==> config.mk <==
export PLATFORM = sky130hd
export DESIGN_NAME = adu_div_cell
export DESIGN_NICKNAME = d
export VERILOG_FILES = /design/src/design/adu_div_cell.sv
export SDC_FILE = /design/constraint.sdc
export NUM_CORES = 1
export LEC_CHECK = 0
export ABC_AREA = 1
export BUFFER_PORTS_ARGS = -buffer_cell sky130_fd_sc_hd__clkbuf_2
export CORE_ASPECT_RATIO = 1.2
export CORE_UTILIZATION = 40
export CTS_CLUSTER_SIZE = 14
export DETAILED_ROUTE_END_ITERATION = 10
export GPL_ROUTABILITY_DRIVEN = 0
export GPL_TIMING_DRIVEN = 0
export PLACE_DENSITY = 0.65
export SYNTH_ARGS = -nofsm -noshare
export SYNTH_HDL_FRONTEND = slang
export SYNTH_SLANG_ARGS = --single-unit
==> constraint.sdc <==
create_clock -name i_clk -period 2.7 [get_ports i_clk]
set_clock_uncertainty 0.05 [all_clocks]
set_input_delay 0.54 -clock i_clk [delete_from_list [all_inputs] [get_ports i_clk]]
set_output_delay 0.54 -clock i_clk [all_outputs]
set_load 0.05 [all_outputs]
==> src/design/adu_div_cell.sv <==
`default_nettype none

module adu_div_cell (
    input  logic        i_clk,
    input  logic        i_en,
    input  logic [32:0] i_rem,
    input  logic [31:0] i_div,
    input  logic [31:0] i_quo,
    input  logic        i_bit,
    output logic [32:0] o_rem,
    output logic [31:0] o_div,
    output logic [31:0] o_quo
);

    logic        w_ge;
    logic [32:0] w_diff;
    logic [32:0] n_rem;
    logic [31:0] n_quo;
    logic [32:0] r_rem;
    logic [31:0] r_div;
    logic [31:0] r_quo;

    // One restoring step: the kept remainder is always below the divisor.
    always_comb begin
        w_ge   = i_rem >= {1'b0, i_div};
        w_diff = i_rem - {1'b0, i_div};
        n_rem  = w_ge ? {w_diff[31:0], i_bit} : {i_rem[31:0], i_bit};
        n_quo  = {i_quo[30:0], w_ge};
    end

    always_ff @(posedge i_clk) begin
        if (i_en) begin
            r_rem <= n_rem;
            r_div <= i_div;
            r_quo <= n_quo;
        end
    end

    assign o_rem = r_rem;
    assign o_div = r_div;
    assign o_quo = r_quo;

endmodule

`default_nettype wire

# Word-level counts from Yosys, hierarchy flattened

Index checks and enable logic that the tools add are counted.

Output and inout port bits: 97
Register bits: 97

Muxes and demuxes: 1
Add/subtract/negate cells: 1
$lt $le $gt $ge: 1

Operators by type and width:

| operator       | number |
|---|---|
| $ge 33x32->1   | 1 |
| $mux 33        | 1 |
| $sub 32x32->32 | 1 |

# Depth between registers and ports, before layout

Depth in word-level cells: 2
Mapped depth: 16
Mapped depth without buffers: 14

# Worst setup path before layout

Ideal clock, no wire load.

Path type: input port to flip-flop
Start: input port i_rem[0]
End: register r_rem[17], in the netlist o_rem[17], data pin
Setup slack: 0.497 ns
Stages on the path: 13
Library setup time: 0.252 ns
Data arrival time: 1.900 ns
Cells stage by stage: inv_1 -> ha_1 -> fa_1 -> inv_1 -> nand3_1 -> nand3_1 -> nand2_1 -> nand3_1 -> nand3_1 -> nand2_1 -> nand2_1 -> nand3_2 -> nand2_1

Longest elaborated chain between the ends: 2

Ends and longest elaborated chain:

| element                                               | RTL line | text |
|---|---|---|
| start, declared                                       | 6        | `input logic [32:0] i_rem,` |
| $sub 32x32->32 / $ge 33x32->1 (equally long branches) | 26, 25   |  |
| $mux 33 (*)                                           | 27       | `n_rem = w_ge ? {w_diff[31:0], i_bit} : {i_rem[31:0], i_bit};` |
| net n_rem[17]                                         | 17       | `logic [32:0] n_rem;` |
| end signal, assigned                                  | 33       | `r_rem <= n_rem;` |
| end, declared                                         | 19       | `logic [32:0] r_rem;` |

Mark *: on every way through the listed nets, which the timed path passes. The rest lies on a longest branch.
A chain may end at the register's enable or synchronous reset.

# Final worst setup path

Start: input port i_rem[0]
End: register r_rem[29], in the netlist o_rem[29], data pin

Same word-level chain as after synthesis.

==> run summary <==
Avg Synthesized Cell Area - 8.15 um2
Avg WL per Cell - 12.8 um
nets - 1089
H-tree levels - 3
CP startpoint kind - input pin
largest net degree at the start of global routing - 64
setup_tns - 0 ns
share of post-route cells with drive strength above 1 - 26.4%
total gr overflow - 0
Distinct cells, synth - 29
drt drc - 0
ys flop type - edfxtp_1
final setup fails - 0
DIE WIDTH - 115 um
number of synthesized register bits - 97
Clock Path Buffers - 2
cell taking the most area after synthesis - edfxtp_1
status - completed
Tcrit/Tclk final - 87.0%
Initial DRT Pass Iterations - 7
CP endpoint kind - register
Rows - 49
# diodes - 0
die height - 137 um
Setup Buffers After CTS - 0
syn nets - 882
most frequent cells in the layout - nand2_1, clkbuf_2, inv_1
Setup crit end - o_rem[29]
synth top area cells - edfxtp_1, nand2_1, inv_1, ha_1, nand3_1
port bufs - 195
initial antenna violation count - 0
vias in the first global route - 4943
TritonCTS clock tree - done
first-pass GRT wire length - 23300 um
Fillers - 1530
CTS Sinks - 97
Worst Tran Pin Value - 0.516 ns
Crit Path Max Fanout - 3
Final Hold Vio Count - 0
DR vias/cell - 4.50
initial drt markers - 310
I/O Pins - 197
Syn Inst Count - 749
via count - 5237
Routed WL - 14900 um
Leakage - 0.00413 uW
HP Class - in2reg
Max-slew headroom - 65.6%
Die ar. - 15800 um2
Post-Syn Area - 6110 um2
crit path kind - in2reg
DRT antenna net count - 0
Syn-to-layout area delta - 26.0%
Root Driver - clkbuf_16
Post-synth EDFFs - 97
Yosys top cell area share - 47.7%
CTS Buf Count - 9
Post-synth ARST share - 0%
effective utilization at floorplan - 40.8%
P per Cell Area - 622 nW/um2
Slew Viols, Final - 0
Period minus WS final - 2.35 ns
unrepaired setup endpoints after global routing - false
CP Data Arrival Time - 2.41 ns
core area - 15000 um2
sequential cell area fraction in the yosys report - 47.7%
Max-Cap Viols - 0
CTS Hold Bufs - 0
commonest non-fill, non-tap cell in the layout - nand2_1
gr usage total - 19.4%
post-CTS sizing - 0
Max rail drop VDD - 0.000315 V
CP required - 2.76 ns
YS warnings - 0
clk slew on worst S/H paths - 0.07 ns
DP HPWL - 11900 um
Max Freq - 0.426 GHz
crit path launch - i_rem[0]
hold slack final - 0.304 ns
worst min-delay path by stage:
stage                end  startpoint  cells past startpoint
3_5_place_dp   o_quo[12]   i_quo[11]                      1
5_1_grt        o_quo[20]   i_quo[19]                      1
6_report       o_quo[12]   i_quo[11]                      1
3_3_place_gp   o_quo[15]   i_quo[14]                      1
2_1_floorplan   o_div[0]    i_div[0]                      0
4_1_cts        o_quo[16]   i_quo[15]                      1
sequential cells by signal, summed over array words and instances, names as in the netlist:
name	cells
o_div	32
o_quo	32
o_rem	33
kinds of logic (layout without fill, tap and decap cells):
logic type	after synthesis	in the layout	share of synthesized area, %
flops	97	97	47.7
buf+inv	162	374	10.7
fa+ha+maj	33	33	6.88
xor+xnor	14	14	2.01
simple gates	419	419	30.7
compound gates	24	24	2.01
power by group:
part	leakage (uW)	internal [uW]	total, uW	switching [uW]
clock	0.000156	822	1400	581
combinational	0.00303	398	1500	1100
sequential	0.000949	1850	1880	36.6
total	0.00413	3070	4790	1720
cell type report:
| type | count | area [um2] | share of cell area [%] |
|---|---|---|---|
| plain buffers | 10 | 81.3 | 1.06 |
| repair buffers | 196 | 1010 | 13.1 |
| multi-input cells | 490 | 2540 | 33.0 |
| inverters | 152 | 571 | 7.42 |
| clock inverters | 7 | 100 | 1.30 |
| clock buffers | 9 | 225 | 2.93 |
| well taps | 204 | 255 | 3.32 |
| flip-flops and latches | 97 | 2910 | 37.9 |
through the flow:
step	cell area [um2]	power, uW	cells	setup slack (ns)	util, %
global placement	7340	3400	1148	-0.0727	49.1
global route	7690	5020	1165	0.242	51.4
CTS	7690	4830	1165	0.399	51.4
detailed placement	7370	3420	1149	0.0348	49.3
finish	7690	4790	1165	0.351	51.4
floorplan	6110	3020	749	0.497	-
metal layers:
| metal | track usage [%] | vias up | wire [um] |
|---|---|---|---|
| met2 | 34.5 | 157 | 7280 |
| met4 | 6.85 | 0 | 274 |
| met1 | 23.2 | 2289 | 6510 |
| met5 | 0 | - | 0 |
| met3 | 4.14 | 18 | 828 |
| li1 | - | 2773 | - |
cells in the mapped netlist (7+ instances only):
library cell	number
xor2_1	13
edfxtp_1	97
nor2_1	34
and2_1	8
buf_2	7
nand3_2	16
nand3b_1	10
ha_1	32
a21oi_1	21
nand3_1	52
inv_1	149
nand2_1	276
worst max-delay path, cell delays in order:
cell,delay (ns)
clkbuf_2,0.07
inv_1,0.04
ha_1,0.22
fa_1,0.43
inv_1,0.13
nand3_1,0.08
nand3_1,0.17
nand3_1,0.10
nand2_1,0.22
nand2_1,0.14
nand2_1,0.09
nand2_1,0.06
nand3_2,0.07
nand2_1,0.05
(Power assumes the default switching activity.)
