--- config.mk ---
export PLATFORM = sky130hd
export DESIGN_NAME = adu_sqrt_cell
export DESIGN_NICKNAME = d
export VERILOG_FILES = /design/src/design/adu_sqrt_cell.sv
export SDC_FILE = /design/constraint.sdc
export NUM_CORES = 1
export LEC_CHECK = 0
export ABC_AREA = 1
export BUFFER_PORTS_ARGS = -buffer_cell sky130_fd_sc_hd__buf_2
export CORE_UTILIZATION = 50
export DETAILED_ROUTE_END_ITERATION = 16
export GPL_TIMING_DRIVEN = 0
export PLACE_DENSITY = 0.92
export SYNTH_ARGS = -nofsm -noshare
export SYNTH_HDL_FRONTEND = slang
export SYNTH_SLANG_ARGS = --single-unit
--- constraint.sdc ---
create_clock -name i_clk -period 2.35 [get_ports i_clk]
set_input_delay 0.235 -clock i_clk [delete_from_list [all_inputs] [get_ports i_clk]]
set_output_delay 0.235 -clock i_clk [all_outputs]
set_load 0.1 [all_outputs]
--- src/design/adu_sqrt_cell.sv ---
`default_nettype none

module adu_sqrt_cell (
    input  logic        i_clk,
    input  logic        i_en,
    input  logic [33:0] i_rem,
    input  logic [31:0] i_root,
    input  logic [63:0] i_rad,
    output logic [33:0] o_rem,
    output logic [31:0] o_root,
    output logic [63:0] o_rad
);

    logic [35:0] w_cur;
    logic [35:0] w_trial;
    logic [35:0] w_diff;
    logic        w_ge;
    logic [33:0] n_rem;
    logic [31:0] n_root;
    logic [33:0] r_rem;
    logic [31:0] r_root;
    logic [63:0] r_rad;

    always_comb begin
        w_cur   = {i_rem, i_rad[63:62]};
        w_trial = {2'b00, i_root, 2'b01};
        w_diff  = w_cur - w_trial;
        w_ge    = w_cur >= w_trial;
        n_rem   = w_ge ? w_diff[33:0] : w_cur[33:0];
        n_root  = {i_root[30:0], w_ge};
    end

    always_ff @(posedge i_clk) begin
        if (i_en) begin
            r_rem  <= n_rem;
            r_root <= n_root;
            r_rad  <= {i_rad[61:0], 2'b00};
        end
    end

    assign o_rem  = r_rem;
    assign o_root = r_root;
    assign o_rad  = r_rad;

endmodule

`default_nettype wire

# --- Word-level counts from Yosys, hierarchy flattened ---
# Cells that the tools add are included.
op_classes:
  magnitude_cmp: 1
  mul: 0
  n_bitwise: 0
  eq_ne: 0
  reduce_logical: 0
  n_shift: 0
  n_addsub: 1
  div: 0
  mux: 1
op_table:
  columns: ["operator", "n"]
  rows:
  - ["36-bit by 34-bit greater-or-equal comparator with 1-bit output", 1]
  - ["34-bit two-way mux", 1]
  - ["34-bit subtractor", 1]
word_totals:
  in_bits: 132
  ff_bits: 128
  romBits: 0
  memories: 0
  latchBits: 0
  elab_cells: 6
  mem_bits_rw: 0

# --- Logic depth before layout (Yosys ltp) ---
# Gate-level depths: netlist of run 1.
depth:
  depth_word: 2
  mapped_depth: 16
  depth_no_buf: 15

# --- Worst setup path before layout of run 1 ---
# OpenSTA, ideal clock, no wires.
synth_timing:
  kind: "input-to-reg"
  start: "input i_root[13]"
  end: "register r_rem[25] (netlist: o_rem[25]) (data pin)"
  stages: 15
  setup_ns: 0.253
  path_slack_ns: 0.479
  t_arrival_ns: 1.618
  cell_sequence: "inv_1 -> ha_1 -> nand2_1 -> inv_1 -> nand2_1 -> nand2_1 -> nand2_1 -> nand2_1 -> a21oi_1 -> nand2_1 -> nand2_1 -> nand2_4 -> buf_4 -> nand3_1 -> nand2_1"
synth_between:
  elab_chain_cells: 2
  elab_cells_between_ends: 3
  cone_classes: "add/sub: 1; order compare: 1; mux: 1"
synth_lines:
  columns: ["element", "line_no", "source"]
  rows:
  - ["from (decl)", "7", "input logic [31:0] i_root,"]
  - ["34-bit subtractor or 36-bit by 34-bit greater-or-equal comparator with 1-bit output (tied branches)", "27, 28", null]
  - ["34-bit two-way mux *", "29", "n_rem = w_ge ? w_diff[33:0] : w_cur[33:0];"]
  - ["named net n_rem[25]", "18", "logic [33:0] n_rem;"]
  - ["to (signal assigned)", "35", "r_rem <= n_rem;"]
  - ["to (decl)", "20", "logic [33:0] r_rem;"]
# Mark *: on every way through the listed nets, which the timed path passes. The rest lies on a longest branch.
# A chain may end at the register's enable or synchronous reset.

# --- Worst setup path in the final report of run 1 ---
layout_timing:
  start: "input i_root[29]"
  end: "register r_rem[15] (netlist: o_rem[15]) (data pin)"
layout_between:
  elab_chain_cells: 2
layout_lines:
  columns: ["element", "line_no", "source"]
  rows:
  - ["36-bit by 34-bit greater-or-equal comparator with 1-bit output", "28", "w_ge = w_cur >= w_trial;"]
  - ["34-bit two-way mux", "29", null]
  - ["named net n_rem[15]", "18", null]
# The timed path passes the listed nets, and every way through them passes these cells.

==> impl_metrics.csv, run 1 <==
group,metric,value,unit
outcome,outcome,"finished clean",
floorplanning,die_x,119,um
final_layout,final_layout_size_suffix_gt1_share,27.8,%
synth,seq_area_frac_synth,55.7,%
power,p_comb_share,35.4,%
setup_path,critPathCaptureType,"register",
detailed_routing,vias,6682,
detailed_routing,drtAntennaViolNets,0,
floorplanning,start_util,51.7,%
power,pwr-share-clk,30.5,%
timing,finalMaxSlewViolations,0,
synth,syn_avg_cell_area,8.90,um^2
detailed_routing,dr.pass1.iters,6,
cts,cts_buffers,17,
place,hpwlAfterDp,15800,um
final_layout,nets,1292,
grt,track_usage,32.6,%
power,seqPwrFrac,34.0,%
cts,root_buffer,"clkbuf_16",
power,power.total,8.39,mW
setup_path,worstPathRequired,2.52,ns
grt,grt_pass1_wl,34500,um
hold_path,min_path_type,"input pin to register",
cts,cts_tree,"done",
detailed_routing,avgRoutedWirePerCell,17.7,um
floorplanning,core,13300,um^2
place,pre_cts_slack,-0.130,ns
timing,relSlewSlack,55.5,%
floorplanning,die_area,14300,um^2
synth,yosysUniqueCellTypes,25,
synth,synth_cells,775,
timing,final.setup.worst_slack,0.109,ns
setup_path,crit_path_start_kind,"input pin",
timing,fin_setup_tns,0,ns
place,dpl_cell_area,8450,um^2
power,power.density,862,nW/um^2
detailed_routing,wirelength,23300,um
final_layout,n_antenna_cell,0,
place,numPortBuffers,259,
timing,tightest_slew,0.660,ns
place,gp_congestion,0.925,
power,switchingPower,3.48,mW
detailed_routing,routed_via_density,5.09,
final_layout,area_growth,41.2,%
floorplanning,ios,262,
timing,fmax,446,MHz
grt,antenna_found_initial,0,
final_layout,fill_cells,932,
timing,timing.hold.ws,0.00885,ns
timing,finalHoldViolCount,0,
power,leakage,4.96,nW
floorplanning,std_cell_rows,42,
synth,syn_area,6900,um^2
detailed_routing,drtIter0Drc,472,
timing,rsz0062_at_grt,"false",
final_layout,post-route-util,73.0,%
timing,setup_viol,0,
synth,yosysWarnings,0,
cts,clk_path_buf_depth,2,
setup_path,path_max_fanout,10,
grt,grt_max_degree,71,
power,swShare,41.4,%
grt,first_global_vias,6453,
grt,grt_overflow_total,0,
timing,fin_crit,2.24,ns
cts,cts_htree_levels,4,
final_layout,finalInstanceArea,9740,um^2
place,dp.cells,1212,
power,ir_worst_vdd,0.000506,V
setup_path,arrival,2.41,ns
final_layout,fin_cells,1314,
power,intPower,4.92,mW
flow_run,cap_violations,0,
cts,cts_sinks,128,
floorplanning,die_h,119,um
synth,synth-seq-cells,128,
setup_path,critPathKind,"input pin to register",
detailed_routing,drc,0,
timing,fin_crit_sh,95.4,%
cts,clkSlewWorstSetupHoldPaths,0.06,ns
==> timing repair <==
item / in CTS / in global routing
setup endpoints to repair: 0 / 30
hold buffers: 65 / 3
resized for setup: 0 / 1
setup buffers: 0 / 3
endpoints found under the hold margin: 65 / 3
==> Yosys cell counts <==
master,count,area (um^2)
a21oi_1,25,125
a21oi_2,1,8.76
and2_1,3,18.8
buf_4,5,37.5
buf_6,3,33.8
conb_1,1,3.75
edfxtp_1,128,3840
ha_1,34,425
inv_1,139,522
inv_4,1,6.26
nand2_1,288,1080
nand2_2,2,12.5
nand2_4,1,11.3
nand3_1,38,190
nand3_2,1,10.0
nand3b_1,4,30.0
nand4_1,6,37.5
nor2_1,49,184
nor2_2,8,50.1
nor3_1,3,15.0
o21ai_0,13,65.1
o21bai_1,3,22.5
or2_2,1,6.26
xnor2_1,3,26.3
xor2_1,15,131
==> registers in the layout, indices dropped and copies added, names as in the netlist <==
name	count
o_root	32
o_rad	62
o_rem	34
==> power groups by stage <==
stage	clock network, mW	registers (mW)	logic [mW]
final	2.56	2.86	2.97
after detailed placement	0	2.89	2.82
after floorplan	0	4.52	0.614
after CTS	2.56	2.85	2.93
after global routing	2.66	2.87	3.10
after global placement	0	2.88	2.79
==> critical path, stage by stage <==
cell,delay [ns]
dlygate4sd3_1,0.52
buf_2,0.11
inv_1,0.04
ha_1,0.32
nand2_1,0.09
nor2_2,0.11
nand2_1,0.09
nor2_2,0.12
nand2_1,0.07
a21oi_2,0.11
nor2_1,0.07
nand2_4,0.14
inv_4,0.09
buf_6,0.15
nand2_1,0.09
nand2_1,0.05
==> layer usage <==
layer | share of wire (%) | wire length, um | vias to the layer above | track usage, %
li1 | - | - | 3168 | -
met1 | 38 | 8830 | 3078 | 37.0
met2 | 50 | 11600 | 365 | 56.9
met3 | 7.6 | 1780 | 71 | 7.95
met4 | 4.7 | 1100 | 0 | 16.3
met5 | 0 | 0 | - | 0
==> layout by cell type, fill, tap and decap left out, types with 13 or more instances in the layout <==
master / instances
a21oi_1: 25
buf_2: 258
clkbuf_16: 17
dlygate4sd3_1: 68
edfxtp_1: 128
ha_1: 33
inv_1: 139
nand2_1: 288
nand3_1: 38
nor2_1: 49
o21ai_0: 13
xor2_1: 15
==> cell type report <==
type / instances / area, um^2 / area share, %
clock inverters: 14 / 145 / 1.49
multi-input cells: 500 / 2470 / 25.4
flip-flops and latches: 128 / 3840 / 39.5
plain buffers: 8 / 71.3 / 0.732
repair buffers: 331 / 2030 / 20.9
well taps: 176 / 220 / 2.26
clock buffers: 17 / 425 / 4.37
inverters: 140 / 528 / 5.42
==> final timing paths <==
| path | startpoint | end | cells past startpoint |
|---|---|---|---|
| setup / recovery | i_root[29] | o_rem[15] | 16 |
| hold / removal | i_rad[0] | o_rad[2] | 1 |
==> cells by family (layout without fill, tap and decap cells) <==
group                      Yosys count  in the layout  synth area share (%)
AOI/OAI and AO/OA                   42             42                  3.21
xor gates and xnor gates            18             18                  2.29
adders and majority gates           34             34                  6.17
buffers and inverters              148            510                  8.69
DFF                                128            128                  55.7
other                                1              2                0.0544
and+or+nand+nor                    404            404                  23.9
(Power assumes the default switching activity.)
==> run 2, diff against run 1 <==
--- a/config.mk
+++ b/config.mk
@@ -10,7 +10,7 @@
 export CORE_UTILIZATION = 50
 export DETAILED_ROUTE_END_ITERATION = 16
 export GPL_TIMING_DRIVEN = 0
-export PLACE_DENSITY = 0.92
+export PLACE_DENSITY_LB_ADDON = 0.15
 export SYNTH_ARGS = -nofsm -noshare
 export SYNTH_HDL_FRONTEND = slang
 export SYNTH_SLANG_ARGS = --single-unit
==> run 2 against run 1 <==
Effect of this change:
- global-route usage decreased by 3.9 points
- die area is the same
- cell area is 0.95% higher
- flip-flop and latch count stayed put
- count of clock-buffer cells in the layout grew 1
- hold slack gained 0.0029 ns
- setup slack better by 0.053 ns
- critical endpoint is now o_rem[26]
==> impl_metrics.csv, run 2 (synthesized netlist as in run 1, its figures left out) <==
group,metric,value,unit
timing,rsz0062_at_grt,"false",
setup_path,path_cells,"dlygate4sd3_1, buf_2, inv_1, ha_4, nand2_1, inv_1, a21oi_1, a21oi_2, nor2_1, nand2_4, buf_4, nand3_1, nand2_1",
setup_path,path_max_fanout,10,
setup_path,arrival,2.36,ns
grt,grt_max_degree,86,
timing,final.setup.worst_slack,0.162,ns
setup_path,worstSetupStartpoint,"i_root[28]",
power,power.density,855,nW/um^2
floorplanning,start_util,51.7,%
timing,setup_viol,0,
timing,fmax,457,MHz
grt,grt_overflow_total,0,
flow_run,cap_violations,0,
detailed_routing,vias,6267,
timing,finalMaxSlewViolations,0,
floorplanning,core,13300,um^2
power,intPower,4.95,mW
final_layout,largest_reg_flops,62,
final_layout,final_common_cell,"nand2_1",
detailed_routing,avgRoutedWirePerCell,15.3,um
place,dp.cells,1212,
place,hpwlAfterDp,14400,um
timing,fin_crit_sh,93.1,%
final_layout,layout_common_cells,"288 x nand2_1, 258 x buf_2, 139 x inv_1",
timing,fin_crit,2.19,ns
grt,first_global_vias,6035,
power,ir_worst_vdd,0.000489,V
grt,antenna_found_initial,1,
detailed_routing,routed_via_density,4.74,
setup_path,crit_path_start_kind,"input pin",
hold_path,hold_start,"i_root[16]",
floorplanning,ios,262,
detailed_routing,dr.pass1.iters,5,
place,numPortBuffers,259,
setup_path,cpPeakStageDelay,0.53,ns
floorplanning,die_h,119,um
place,gp_congestion,0.955,
detailed_routing,drtIter0Drc,444,
final_layout,area_growth,42.5,%
floorplanning,die_x,119,um
final_layout,n_antenna_cell,0,
final_layout,fin_cells,1321,
cts,cts_tree,"done",
setup_path,critPathCaptureType,"register",
cts,cts_buffers,17,
place,pre_cts_slack,-0.0707,ns
grt,track_usage,28.7,%
detailed_routing,drc,0,
outcome,outcome,"finished clean",
cts,root_buffer,"clkbuf_16",
setup_path,worstPathRequired,2.52,ns
cts,cts_sinks,128,
place,dpl_cell_area,8450,um^2
timing,tightest_slew,0.638,ns
detailed_routing,wirelength,20200,um
cts,clk_path_buf_depth,2,
setup_path,critPathKind,"input pin to register",
floorplanning,std_cell_rows,42,
detailed_routing,drtAntennaViolNets,0,
power,p_comb_share,34.8,%
power,seqPwrFrac,33.8,%
cts,cts_htree_levels,4,
power,leakage,4.99,nW
timing,finalHoldViolCount,0,
power,switchingPower,3.46,mW
final_layout,finalInstanceArea,9830,um^2
grt,grt_pass1_wl,30700,um
hold_path,min_path_type,"input pin to register",
power,swShare,41.1,%
timing,relSlewSlack,57.0,%
final_layout,final_layout_size_suffix_gt1_share,27.8,%
floorplanning,die_area,14300,um^2
setup_path,cp_slowest_cell,"dlygate4sd3_1",
power,pwr-share-clk,31.3,%
cts,clkSlewWorstSetupHoldPaths,0.06,ns
final_layout,fill_cells,1053,
final_layout,nets,1298,
run 2: cell count changes in the layout (fill, tap and decap cells not counted), sizes merged:
cell         change
buf              -1
clkbuf           +1
clkinv           -4
clkinvlp         +1
dlygate4sd3      +7
inv              +3
run 2: per-layer routing:
metal	wire (um)	track usage (%)	up-vias	part of all wire (%)
li1	-	-	3179	-
met1	8370	34.1	2822	41
met2	10000	50.0	214	49
met3	1130	5.41	50	5.6
met4	729	13.4	2	3.6
met5	18	0	-	0.089
run 2: worst max-delay path: cells and delay by family:
family / cells / cell delay, ns
adder cells (fa/ha/maj): 1 / 0.21
buffers and inverters: 5 / 0.98
AND/OR/NAND/NOR: 5 / 0.59
AO/OA/AOI/OAI: 2 / 0.33
run 2: area by class of cell:
cell class	instances	area [um^2]	area share (%)
Sequential cell	128	3840	39.1
Multi-Input combinational cell	500	2480	25.3
Timing Repair Buffer	337	2100	21.3
Inverter	140	528	5.37
Clock buffer	18	429	4.37
Tap cell	176	220	2.24
Clock inverter	14	159	1.62
Buffer	8	71.3	0.725
run 2: what timing repair did:
item	in CTS	in global routing
endpoints found under the hold margin	74	1
endpoints found under the setup margin	0	30
hold buffers	74	1
resized for setup	0	2
buffers inserted	0	2
run 2: path summary, 6_finish.rpt:
kind / endpoint / slack (ns) / depth (start not counted)
worst min-delay path: o_root[17] / 0.01 / 1
worst max-delay path: o_rem[26] / 0.16 / 13
run 2: power groups by stage:
| stage | sequential, mW | clock, mW | combinational, mW |
|---|---|---|---|
| 2_1_floorplan | 4.52 | 0 | 0.614 |
| 5_1_grt | 2.86 | 2.76 | 3.08 |
| 3_5_place_dp | 2.88 | 0 | 2.80 |
| 6_report | 2.84 | 2.63 | 2.93 |
| 4_1_cts | 2.84 | 2.65 | 2.91 |
| 3_3_place_gp | 2.88 | 0 | 2.78 |
run 2: stage by stage:
step                power [mW]  hold WS [ns]  util [%]  setup TNS [ns]
floorplan                 5.14         0.334         -               0
detailed placement        5.68         0.413      63.3          -0.162
finish                    8.41        0.0117      73.7               0
global route              8.70      0.000230      73.7               0
CTS                       8.39     0.0000143      73.3               0
global placement          5.66         0.411      63.1          -45.14
